File: src/hdl/mcnm_pkg.sv
// Package for the MIDI control-change to note mapper.
// Holds controller ranges, register codes and the result beat type.
// No dependencies; used by mcnm_map and midi_control_to_note_mapper.
package mcnm_pkg;

    localparam int STRIPS_DEF = 8;

    localparam logic [6:0] VEL_BASE        = 7'd16;
    localparam logic [6:0] ROW0_BASE       = 7'd32;
    localparam logic [6:0] ROW1_BASE       = 7'd48;
    localparam logic [6:0] ROW2_BASE       = 7'd64;
    localparam logic [6:0] BASE_NOTE_RESET = 7'd60;

    localparam logic REG_BASE_NOTE   = 1'b0;
    localparam logic REG_OUT_CHANNEL = 1'b1;

    localparam logic EV_NOTE_OFF = 1'b0;
    localparam logic EV_NOTE_ON  = 1'b1;

    typedef struct packed {
        logic       event_kind;
        logic [3:0] channel;
        logic [6:0] note_number;
        logic [6:0] velocity;
        logic       last_of_run;
    } result_t;

    typedef struct packed {
        logic [1:0] count;
        logic       vel_we;
        logic       held_we;
    } map_ctl_t;

endpackage

File: src/hdl/mcnm_map.sv
// Combinational mapping of one control-change beat to up to two note beats.
// Depends on mcnm_pkg; reads the strip velocity and held-note stores.
module mcnm_map
    import mcnm_pkg::*;
#(
    parameter int STRIPS = STRIPS_DEF,
    parameter int SW     = (STRIPS > 1) ? $clog2(STRIPS) : 1
)
(
    input  logic                   is_controller,
    input  logic [6:0]             controller_number,
    input  logic [6:0]             controller_value,
    input  logic [6:0]             base_note,
    input  logic [3:0]             out_channel,
    input  logic [STRIPS-1:0][6:0] strip_vel,
    input  logic [STRIPS-1:0][6:0] held_note,
    output map_ctl_t               ctl,
    output logic [SW-1:0]          strip,
    output result_t                res0,
    output result_t                res1
);

    localparam logic [6:0] STRIPS_N = 7'(STRIPS);

    logic          is_slider;
    logic          is_vel;
    logic          is_row0;
    logic          is_row1;
    logic          is_row2;
    logic          zero_val;
    logic [6:0]    offset;
    logic [1:0]    row;
    logic [6:0]    button_note;
    logic [6:0]    vel_k;
    logic [6:0]    held_k;

    assign is_slider = controller_number < STRIPS_N;
    assign is_vel    = (controller_number >= VEL_BASE)
                    && (controller_number < VEL_BASE + STRIPS_N);
    assign is_row0   = (controller_number >= ROW0_BASE)
                    && (controller_number < ROW0_BASE + STRIPS_N);
    assign is_row1   = (controller_number >= ROW1_BASE)
                    && (controller_number < ROW1_BASE + STRIPS_N);
    assign is_row2   = (controller_number >= ROW2_BASE)
                    && (controller_number < ROW2_BASE + STRIPS_N);
    assign zero_val  = controller_value == 7'd0;

    always_comb
    begin
        offset = controller_number;
        row    = 2'd0;
        if (is_vel)
        begin
            offset = controller_number - VEL_BASE;
        end
        else if (is_row0)
        begin
            offset = controller_number - ROW0_BASE;
        end
        else if (is_row1)
        begin
            offset = controller_number - ROW1_BASE;
            row    = 2'd1;
        end
        else if (is_row2)
        begin
            offset = controller_number - ROW2_BASE;
            row    = 2'd2;
        end
    end

    assign strip  = offset[SW-1:0];
    assign vel_k  = strip_vel[strip];
    assign held_k = held_note[strip];

    assign button_note = base_note + 7'(3 * 32'(strip)) + 7'(row);

    always_comb
    begin
        ctl  = '0;
        res0 = '0;
        res1 = '0;
        res0.channel = out_channel;
        res1.channel = out_channel;
        if (is_controller)
        begin
            if (is_slider)
            begin
                ctl.held_we       = 1'b1;
                ctl.count         = zero_val ? 2'd1 : 2'd2;
                res0.event_kind   = EV_NOTE_OFF;
                res0.note_number  = held_k;
                res0.velocity     = 7'd0;
                res0.last_of_run  = zero_val;
                res1.event_kind   = EV_NOTE_ON;
                res1.note_number  = controller_value;
                res1.velocity     = vel_k;
                res1.last_of_run  = 1'b1;
            end
            else if (is_vel)
            begin
                ctl.vel_we = 1'b1;
            end
            else if (is_row0 || is_row1 || is_row2)
            begin
                ctl.count         = 2'd1;
                res0.event_kind   = zero_val ? EV_NOTE_OFF : EV_NOTE_ON;
                res0.note_number  = button_note;
                res0.velocity     = zero_val ? 7'd0 : vel_k;
                res0.last_of_run  = 1'b1;
            end
        end
    end

endmodule

File: src/hdl/midi_control_to_note_mapper.sv
// Top level of the MIDI control-change to note mapper: input stage, strip
// stores, two-entry result queue and APB registers. Depends on mcnm_pkg, mcnm_map.
//
//   channel  | handshake                  | beat
//   ---------+----------------------------+------------------------------------
//   item     | item_valid / item_stall    | is_controller, controller_number,
//            |                            | controller_value
//   result   | result_valid / result_stall| event_kind, channel, note_number,
//            |                            | velocity, last_of_run
//   config   | APB psel/penable/pwrite    | paddr, pwdata, prdata, pready
//
// An item beat is registered, then mapped in one pass and pushed into the
// result queue. Velocity controls sustain one item per cycle; buttons do so
// while the result side is not stalled. A slider item with a non-zero value
// gives two result beats, sent one after the other by the single result port.
// Reset clears the stores, the queue and the channel and sets the base note
// to 60. A stalled result side fills the queue and then stalls the item side.
module midi_control_to_note_mapper
    import mcnm_pkg::*;
#(
    parameter int STRIPS = STRIPS_DEF
)
(
    input  logic        clk,
    input  logic        rst_n,
    input  logic        item_valid,
    output logic        item_stall,
    input  logic        is_controller,
    input  logic [6:0]  controller_number,
    input  logic [6:0]  controller_value,
    output logic        result_valid,
    input  logic        result_stall,
    output logic        event_kind,
    output logic [3:0]  channel,
    output logic [6:0]  note_number,
    output logic [6:0]  velocity,
    output logic        last_of_run,
    input  logic        psel,
    input  logic        penable,
    input  logic        pwrite,
    input  logic [2:0]  paddr,
    input  logic [31:0] pwdata,
    output logic [31:0] prdata,
    output logic        pready
);

    localparam int SW = (STRIPS > 1) ? $clog2(STRIPS) : 1;

    logic [6:0]             base_note_reg;
    logic [3:0]             out_channel_reg;
    logic                   s1_valid_reg;
    logic                   s1_valid_next;
    logic                   s1_ctl_reg;
    logic [6:0]             s1_num_reg;
    logic [6:0]             s1_val_reg;
    logic [STRIPS-1:0][6:0] vel_reg;
    logic [STRIPS-1:0][6:0] vel_next;
    logic [STRIPS-1:0][6:0] held_reg;
    logic [STRIPS-1:0][6:0] held_next;
    result_t [1:0]          q_reg;
    result_t [1:0]          q_next;
    logic [1:0]             cnt_reg;
    logic [1:0]             cnt_next;

    map_ctl_t      map_ctl;
    logic [SW-1:0] map_strip;
    result_t       res0;
    result_t       res1;
    logic          accept;
    logic          pop;
    logic          advance;
    logic [1:0]    room;
    logic          cfg_write;

    mcnm_map #(
        .STRIPS (STRIPS),
        .SW     (SW)
    ) u_map (
        .is_controller     (s1_ctl_reg),
        .controller_number (s1_num_reg),
        .controller_value  (s1_val_reg),
        .base_note         (base_note_reg),
        .out_channel       (out_channel_reg),
        .strip_vel         (vel_reg),
        .held_note         (held_reg),
        .ctl               (map_ctl),
        .strip             (map_strip),
        .res0              (res0),
        .res1              (res1)
    );

    // config port
    assign pready    = 1'b1;
    assign cfg_write = psel && penable && pwrite;

    always_comb
    begin
        prdata = '0;
        case (paddr[2])
            REG_BASE_NOTE:   prdata = {25'd0, base_note_reg};
            REG_OUT_CHANNEL: prdata = {28'd0, out_channel_reg};
            default:         prdata = '0;
        endcase
    end

    always_ff @(posedge clk or negedge rst_n)
    begin
        if (!rst_n)
        begin
            base_note_reg   <= BASE_NOTE_RESET;
            out_channel_reg <= 4'd0;
        end
        else if (cfg_write)
        begin
            case (paddr[2])
                REG_BASE_NOTE:   base_note_reg   <= pwdata[6:0];
                REG_OUT_CHANNEL: out_channel_reg <= pwdata[3:0];
                default:         base_note_reg   <= base_note_reg;
            endcase
        end
    end

    // handshake and queue room
    assign result_valid = cnt_reg != 2'd0;
    assign pop          = result_valid && !result_stall;
    assign room         = 2'd2 - cnt_reg + {1'b0, pop};
    assign advance      = s1_valid_reg && (room >= map_ctl.count);
    assign item_stall   = s1_valid_reg && !advance;
    assign accept       = item_valid && !item_stall;

    always_comb
    begin
        s1_valid_next = s1_valid_reg;
        if (accept)
        begin
            s1_valid_next = 1'b1;
        end
        else if (advance)
        begin
            s1_valid_next = 1'b0;
        end
    end

    always_ff @(posedge clk or negedge rst_n)
    begin
        if (!rst_n)
        begin
            s1_valid_reg <= 1'b0;
        end
        else
        begin
            s1_valid_reg <= s1_valid_next;
        end
    end

    always_ff @(posedge clk)
    begin
        if (accept)
        begin
            s1_ctl_reg <= is_controller;
            s1_num_reg <= controller_number;
            s1_val_reg <= controller_value;
        end
    end

    // strip stores
    always_comb
    begin
        vel_next  = vel_reg;
        held_next = held_reg;
        if (advance && map_ctl.vel_we)
        begin
            vel_next[map_strip] = s1_val_reg;
        end
        if (advance && map_ctl.held_we)
        begin
            held_next[map_strip] = s1_val_reg;
        end
    end

    always_ff @(posedge clk or negedge rst_n)
    begin
        if (!rst_n)
        begin
            vel_reg  <= '0;
            held_reg <= '0;
        end
        else
        begin
            vel_reg  <= vel_next;
            held_reg <= held_next;
        end
    end

    // result queue: pop the head, then append the new beats
    always_comb
    begin
        q_next   = q_reg;
        cnt_next = cnt_reg;
        if (pop)
        begin
            q_next[0] = q_reg[1];
            cnt_next  = cnt_reg - 2'd1;
        end
        if (advance)
        begin
            case (map_ctl.count)
                2'd1:
                begin
                    q_next[cnt_next[0]] = res0;
                    cnt_next            = cnt_next + 2'd1;
                end
                2'd2:
                begin
                    q_next[0] = res0;
                    q_next[1] = res1;
                    cnt_next  = cnt_next + 2'd2;
                end
                default:
                begin
                    cnt_next = cnt_next;
                end
            endcase
        end
    end

    always_ff @(posedge clk or negedge rst_n)
    begin
        if (!rst_n)
        begin
            cnt_reg <= 2'd0;
        end
        else
        begin
            cnt_reg <= cnt_next;
        end
    end

    always_ff @(posedge clk)
    begin
        q_reg <= q_next;
    end

    assign event_kind  = q_reg[0].event_kind;
    assign channel     = q_reg[0].channel;
    assign note_number = q_reg[0].note_number;
    assign velocity    = q_reg[0].velocity;
    assign last_of_run = q_reg[0].last_of_run;

    // checks
    a_cnt_bound: assert property (@(posedge clk) disable iff (!rst_n)
        cnt_reg != 2'd3)
        else $error("result queue count out of range");

    a_pair_room: assert property (@(posedge clk) disable iff (!rst_n)
        (advance && map_ctl.count == 2'd2) |-> (cnt_reg == 2'd0 || (cnt_reg == 2'd1 && pop)))
        else $error("two-beat push without room");

    a_first_is_off: assert property (@(posedge clk) disable iff (!rst_n)
        (result_valid && !last_of_run) |-> (event_kind == EV_NOTE_OFF))
        else $error("leading beat of a pair is not a note off");

    a_off_zero_vel: assert property (@(posedge clk) disable iff (!rst_n)
        (result_valid && event_kind == EV_NOTE_OFF) |-> (velocity == 7'd0))
        else $error("note off with non-zero velocity");

endmodule
File: config.mk
export PLATFORM = sky130hd
export DESIGN_NAME = midi_control_to_note_mapper
export DESIGN_NICKNAME = d
export VERILOG_FILES = /design/src/hdl/mcnm_pkg.sv /design/src/hdl/mcnm_map.sv /design/src/hdl/midi_control_to_note_mapper.sv
export SDC_FILE = /design/constraint.sdc
export NUM_CORES = 1
export LEC_CHECK = 0
export BUFFER_PORTS_ARGS = -buffer_cell sky130_fd_sc_hd__buf_2
export CORE_MARGIN = 2
export CORE_UTILIZATION = 37
export DETAILED_ROUTE_END_ITERATION = 12
export GPL_ROUTABILITY_DRIVEN = 1
export HOLD_SLACK_MARGIN = 0.06
export PLACE_DENSITY = 0.61
export SYNTH_ARGS = -nofsm -noshare
export SYNTH_HDL_FRONTEND = slang
export SYNTH_SLANG_ARGS = --single-unit
export TNS_END_PERCENT = 20
File: constraint.sdc
create_clock -name clk -period 3.5 [get_ports clk]
set_input_delay 0.35 -clock clk [delete_from_list [all_inputs] [get_ports clk]]
set_output_delay 0.35 -clock clk [all_outputs]
set_load 0.01 [all_outputs]
* After elaboration in Yosys (flattened, before gate mapping)
Index checks and enable logic that the tools add are counted.
Storage, ports and cells: flip-flop bits (word level) 181, bits of input ports 57, logic and storage cells 137
Operators by class: add/subtract/negate cells 11, multiply operators 1, $lt $le $gt $ge 14, equal/unequal tests 2, multiplexer cells 49, bitwise gates (word level) 1, reductions and logical operators 26
Operators with widths (number):
- bitwise mux 56 bit | 2
- two-way mux 15 bit | 6
- case mux 40 bit (2 select lines) | 1
- case mux 32 bit (2 select lines) | 1
- two-way mux 20 bit | 3
- binary-select mux 7 bit (select 3 bit) | 2
- bitwise mux 40 bit | 1
- two-way mux 7 bit | 4
- demux 7 bit (select 3 bit) | 1
- demux 20 bit (select 1 bit) | 1
- two-way mux 2 bit | 9
- greater-or-equal comparator 7 x 6 -> 1 bit, second input constant | 2
- logical AND 1 bit | 14
- < comparator 7 x 6 -> 1 bit, second input constant | 2
- two-way mux 1 bit | 12
- two-way mux 3 bit | 4
- subtractor 3 x 1 -> 3 bit, second input constant | 4
- adder 7 x 2 -> 7 bit | 1
- adder 7 x 5 -> 7 bit | 1
- greater-or-equal comparator 7 x 5 -> 1 bit, second input constant | 1
- greater-or-equal comparator 7 bit, second input constant | 1
- zero test 7 bit | 1
- < comparator 7 x 4 -> 1 bit, second input constant | 1
- < comparator 7 x 5 -> 1 bit, second input constant | 1
- other kinds (21) | 28

* Depth between registers and ports, before layout
depth in word-level cells 16, depth in mapped cells 13

* Hierarchy
From an unflattened synthesis, not the netlist that was laid out.
Unflattened totals: cells, all modules 699, area, all modules 9486.6 um2
By module, submodules not included:
- midi_control_to_note_mapper | times used 1, cells each 548, area each 7925.1 um2, sequential area each 4609.4 um2
- mcnm_map | times used 1, cells each 151, area each 1561.5 um2, sequential area each 0.0 um2

* Worst setup path before layout
Ideal clock, no wire load.
path type register -> register, start register s1_num_reg[6], end register q_reg (netlist bit note_number[6]), data arrival time 3.511 ns, data required time 3.442 ns, slack -0.069 ns, stages on the path, launching flop included 12, buffers on the path 1, period minus slack after synthesis 3.569 ns, cell sequence edfxtp_1 buf_6 nor3b_1 o21a_1 a21oi_1 inv_1 ha_1 nor3b_4 nor3_2 o21ai_0 o32ai_1 a31o_2
RTL lines:
- start: declaration | RTL line midi_control_to_note_mapper.sv:54 | logic [6:0] s1_num_reg;
- start signal: assignment | RTL line midi_control_to_note_mapper.sv:161 | s1_num_reg <= controller_number;
- end signal: assignment | RTL line midi_control_to_note_mapper.sv:241 | q_reg <= q_next;
- end: declaration | RTL line midi_control_to_note_mapper.sv:60 | result_t [1:0] q_reg;

* Worst setup path after layout
start register base_note_reg[1], end register q_reg[33] (netlist name) (data pin)
Between the ends: word-level cells in the longest chain between the ends 8
RTL lines:
- start: declaration | RTL line midi_control_to_note_mapper.sv:49 | logic [6:0] base_note_reg;
- start signal: assignment | RTL line midi_control_to_note_mapper.sv:116 | REG_BASE_NOTE: base_note_reg <= pwdata[6:0];
- start signal: assignment | RTL line midi_control_to_note_mapper.sv:118 | default: base_note_reg <= base_note_reg;
- adder 7 x 5 -> 7 bit | RTL line mcnm_map.sv:76 | assign button_note = base_note + 7'(3 * 32'(strip)) + 7'(row);
- adder 7 x 2 -> 7 bit | RTL line mcnm_map.sv:76
- two-way mux 15 bit | RTL line mcnm_map.sv:104 | else if (is_row0 || is_row1 || is_row2)
- two-way mux 15 bit | RTL line mcnm_map.sv:100 | else if (is_vel)
- two-way mux 15 bit | RTL line mcnm_map.sv:87 | if (is_slider)
- two-way mux 15 bit | RTL line mcnm_map.sv:85 | if (is_controller)
- bitwise mux 40 bit | RTL line midi_control_to_note_mapper.sv:210 | q_next[cnt_next[0]] = res0;
- case mux 40 bit (2 select lines) | RTL line midi_control_to_note_mapper.sv:207 | case (map_ctl.count)
No other way between the ends. A chain may end at the register's enable or synchronous reset.

==> flow_metrics.tcl <==
set metrics [dict create \
    status "complete, no violations" \
    period_share_pct 92.8 \
    ys_warn_count 0 \
    cp_cell_sequence "fa_1 > inv_1 > fa_1 > inv_1 > ha_1 > inv_1 > fa_1 > nand2b_1 > a21oi_2 > xnor2_1 > a211oi_2 > o22ai_1" \
    post_drt_wl_per_cell_um 18.2 \
    io_pins 112 \
    die_w_um 162 \
    routed_wirelength_um 20000 \
    portBuffers 58 \
    slew_headroom_pct 48.0 \
    cp.arrival_ns 3.43 \
    drt-initial-drc-count 251 \
    ctsHtreeMaxLevel 4 \
    hp-class "input port to flop" \
    crit_type "flop to flop" \
    num_vias 5578 \
    cts_buffers 17 \
    core_sq_um 24400 \
    synth_top_family_by_area "multiplexers" \
    report.final.slew_viol_count 0 \
    antenna_found_initial 0 \
    synth.area.mux_share_pct 25.9 \
    hold_viol 0 \
    fmaxAchievable_mhz 308 \
    synth_area_sq_um 9200 \
    synth_flop_cell "dfrtp_1" \
    syn_inst 698 \
    dp.cells 1060 \
    max_stage_delay_ns 0.55 \
    rsz0062_at_grt "no" \
    slowest_stage "fa_1" \
    synth_xor_area_share_pct 0.381 \
    r2r-start "base_note_reg[1]$_DFFE_PN0P_" \
    crit_path_end_kind "flop" \
    synthToLayoutAreaGrowth_pct 13.2 \
    synth_compound_area_share_pct 6.51 \
    async_flop_share_pct 69.6 \
    dp_hpwl_um 13900 \
    clk_pin_slew_ns 0.07 \
    layout.cells.non_filler 1094 \
    synth-adder-area-share_pct 3.73 \
    grt_pass1_wl_um 32100 \
    cp_max_fo 3 \
    synth_edf_count 35 \
    first_pass_iters 4 \
    hp-start "controller_value[2]" \
    start_kind "flop" \
    viasPerCell 5.10 \
    dieArea_sq_um 26100 \
    clock_sinks 181 \
    overflow 0 \
    synth-seq-area-share_pct 50.1 \
    fin_skew_ns 0.00734 \
    rows 57 \
    fillCellCount 2293 \
    power.density_nw_per_um2 700 \
    synth_cell_types 57 \
    die_h_um 162 \
    maxCapViolations 0 \
    fin_hold_ws_ns 0.0840 \
    nets 839 \
    synth-seq-cells 181 \
    cts_tree "done" \
    final_common_cell "mux2_2" \
    cp-startpoint "base_note_reg[1]$_DFFE_PN0P_" \
    tightest_slew_ns 0.780 \
    final_cell_mix "mux2_2, dfrtp_1, buf_2" \
    syn_avg_cell_area_sq_um 13.2 \
    final_util_pct 42.7 \
    cp.required_ns 3.68 \
    cts_root_buf "clkbuf_16" \
    grt_pass1_vias 5677 \
    cts_buffer_depth 2 \
    drc 0 \
    fin_crit_ns 3.25 \
    diodes 0 \
    setup_tns_ns 0 \
    grt_max_degree 72 \
    ant_nets 0 \
    initial_core_util_pct 37.7 \
    drive_above_1_share_pct 40.8 \
    clock_latency_ns 0.44 \
    track_usage_pct 16.1 \
    p_leak_nw 4.76 \
    place_congestion 0.775 \
    setup_viol 0 \
    ir_drop_uv 371 \
    synthSimpleGateAreaFrac_pct 7.08 \
]
-- per-layer routing --
| layer | share of wire, % | global-route usage, % |
|---|---|---|
| met1 | 48 | 22.3 |
| met5 | 0 | 0 |
| met3 | 3.3 | 3.04 |
| met2 | 47 | 26.0 |
| met4 | 1.6 | 4.91 |
-- path summary, 6_finish.rpt --
check                                               end  slack, ns  depth (start not counted)
max                                 q_reg[33]$_DFFE_PP_       0.25                         12
min                             s1_val_reg[2]$_DFFE_PP_       0.08                          1
min in group asynchronous          cnt_reg[0]$_DFF_PN0_       0.52                          2
min reg2reg                    held_reg[32]$_DFFE_PN0P_       0.49                          1
max in group asynchronous  base_note_reg[2]$_DFFE_PN1P_       2.15                          3
max reg2reg                         q_reg[33]$_DFFE_PP_       0.25                         12
-- layout make-up --
class	count	area, sq um	share of cell area [%]
Multi-Input combinational cell	441	4140	39.7
Timing Repair Buffer	99	616	5.91
Sequential cell	181	4610	44.3
Tap cell	324	405	3.89
Clock inverter	11	110	1.06
Clock buffer	21	472	4.53
Inverter	17	63.8	0.613
-- through the flow --
step	power, mW	instance area, sq um	setup WS (ns)
after CTS	7.35	10400	0.0916
after floorplan	4.78	9300	0.321
after global routing	7.77	10400	0.00381
after detailed placement	5.42	9810	0.131
after global placement	5.37	9810	0.141
final	7.29	10400	0.252
-- worst max-delay path: cells and delay by family (launching register included) --
kind / cells / cell delay, ns
flip-flops: 1 / 0.44
AO/OA/AOI/OAI: 3 / 0.52
AND/OR/NAND/NOR: 1 / 0.19
buffers and inverters: 3 / 0.18
XOR/XNOR: 1 / 0.09
adder cells (fa/ha/maj): 4 / 1.58
-- cell families after synthesis --
family / count (synthesis)
multiplexers: 187
AO/OA/AOI/OAI: 89
buffers and inverters: 100
flip-flops: 181
other: 2
AND/OR/NAND/NOR: 110
XOR/XNOR: 4
adder cells (fa/ha/maj): 25
-- power breakdown --
group / total (mW) / internal, mW / switching, mW
sequential: 3.00 / 2.70 / 0.301
combinational: 2.38 / 1.12 / 1.26
clock: 1.91 / 1.06 / 0.849
-- synth_stat cells (3+ instances only) --
library cell | count | area [sq um]
nor2_1 | 23 | 86.3
and2_1 | 4 | 25.0
a21o_1 | 10 | 75.1
xnor2_1 | 3 | 26.3
edfxtp_1 | 35 | 1050
buf_2 | 9 | 45.0
mux2_1 | 7 | 78.8
dfrtp_1 | 122 | 3050
a22oi_1 | 11 | 82.6
and3_1 | 3 | 18.8
nor2b_1 | 13 | 81.3
o31ai_1 | 3 | 22.5
inv_1 | 16 | 60.1
buf_4 | 45 | 338
a21oi_1 | 10 | 50.1
nand2b_1 | 4 | 25.0
mux2i_1 | 29 | 290
dfstp_2 | 4 | 105
nand3_1 | 4 | 20.0
dfxtp_1 | 20 | 400
mux2_2 | 123 | 1390
nand2_2 | 16 | 100
nand2_1 | 20 | 75.1
mux4_2 | 28 | 631
o21ai_0 | 12 | 60.1
fa_1 | 4 | 80.1
o32ai_1 | 4 | 35.0
clkbuf_1 | 21 | 78.8
o22ai_1 | 18 | 113
nand3b_1 | 3 | 22.5
buf_1 | 6 | 22.5
a211oi_1 | 10 | 75.1
ha_1 | 21 | 263
-- repair_timing --
| item | 4_1_cts | 5_1_grt |
|---|---|---|
| setup buffers | 0 | 1 |
| endpoints found under the setup margin | 0 | 2 |
| hold buffers | 1 | 0 |
| resized for setup | 0 | 3 |
| endpoints found under the hold margin | 55 | 0 |
No activity file was read; power rests on OpenSTA's default activity.
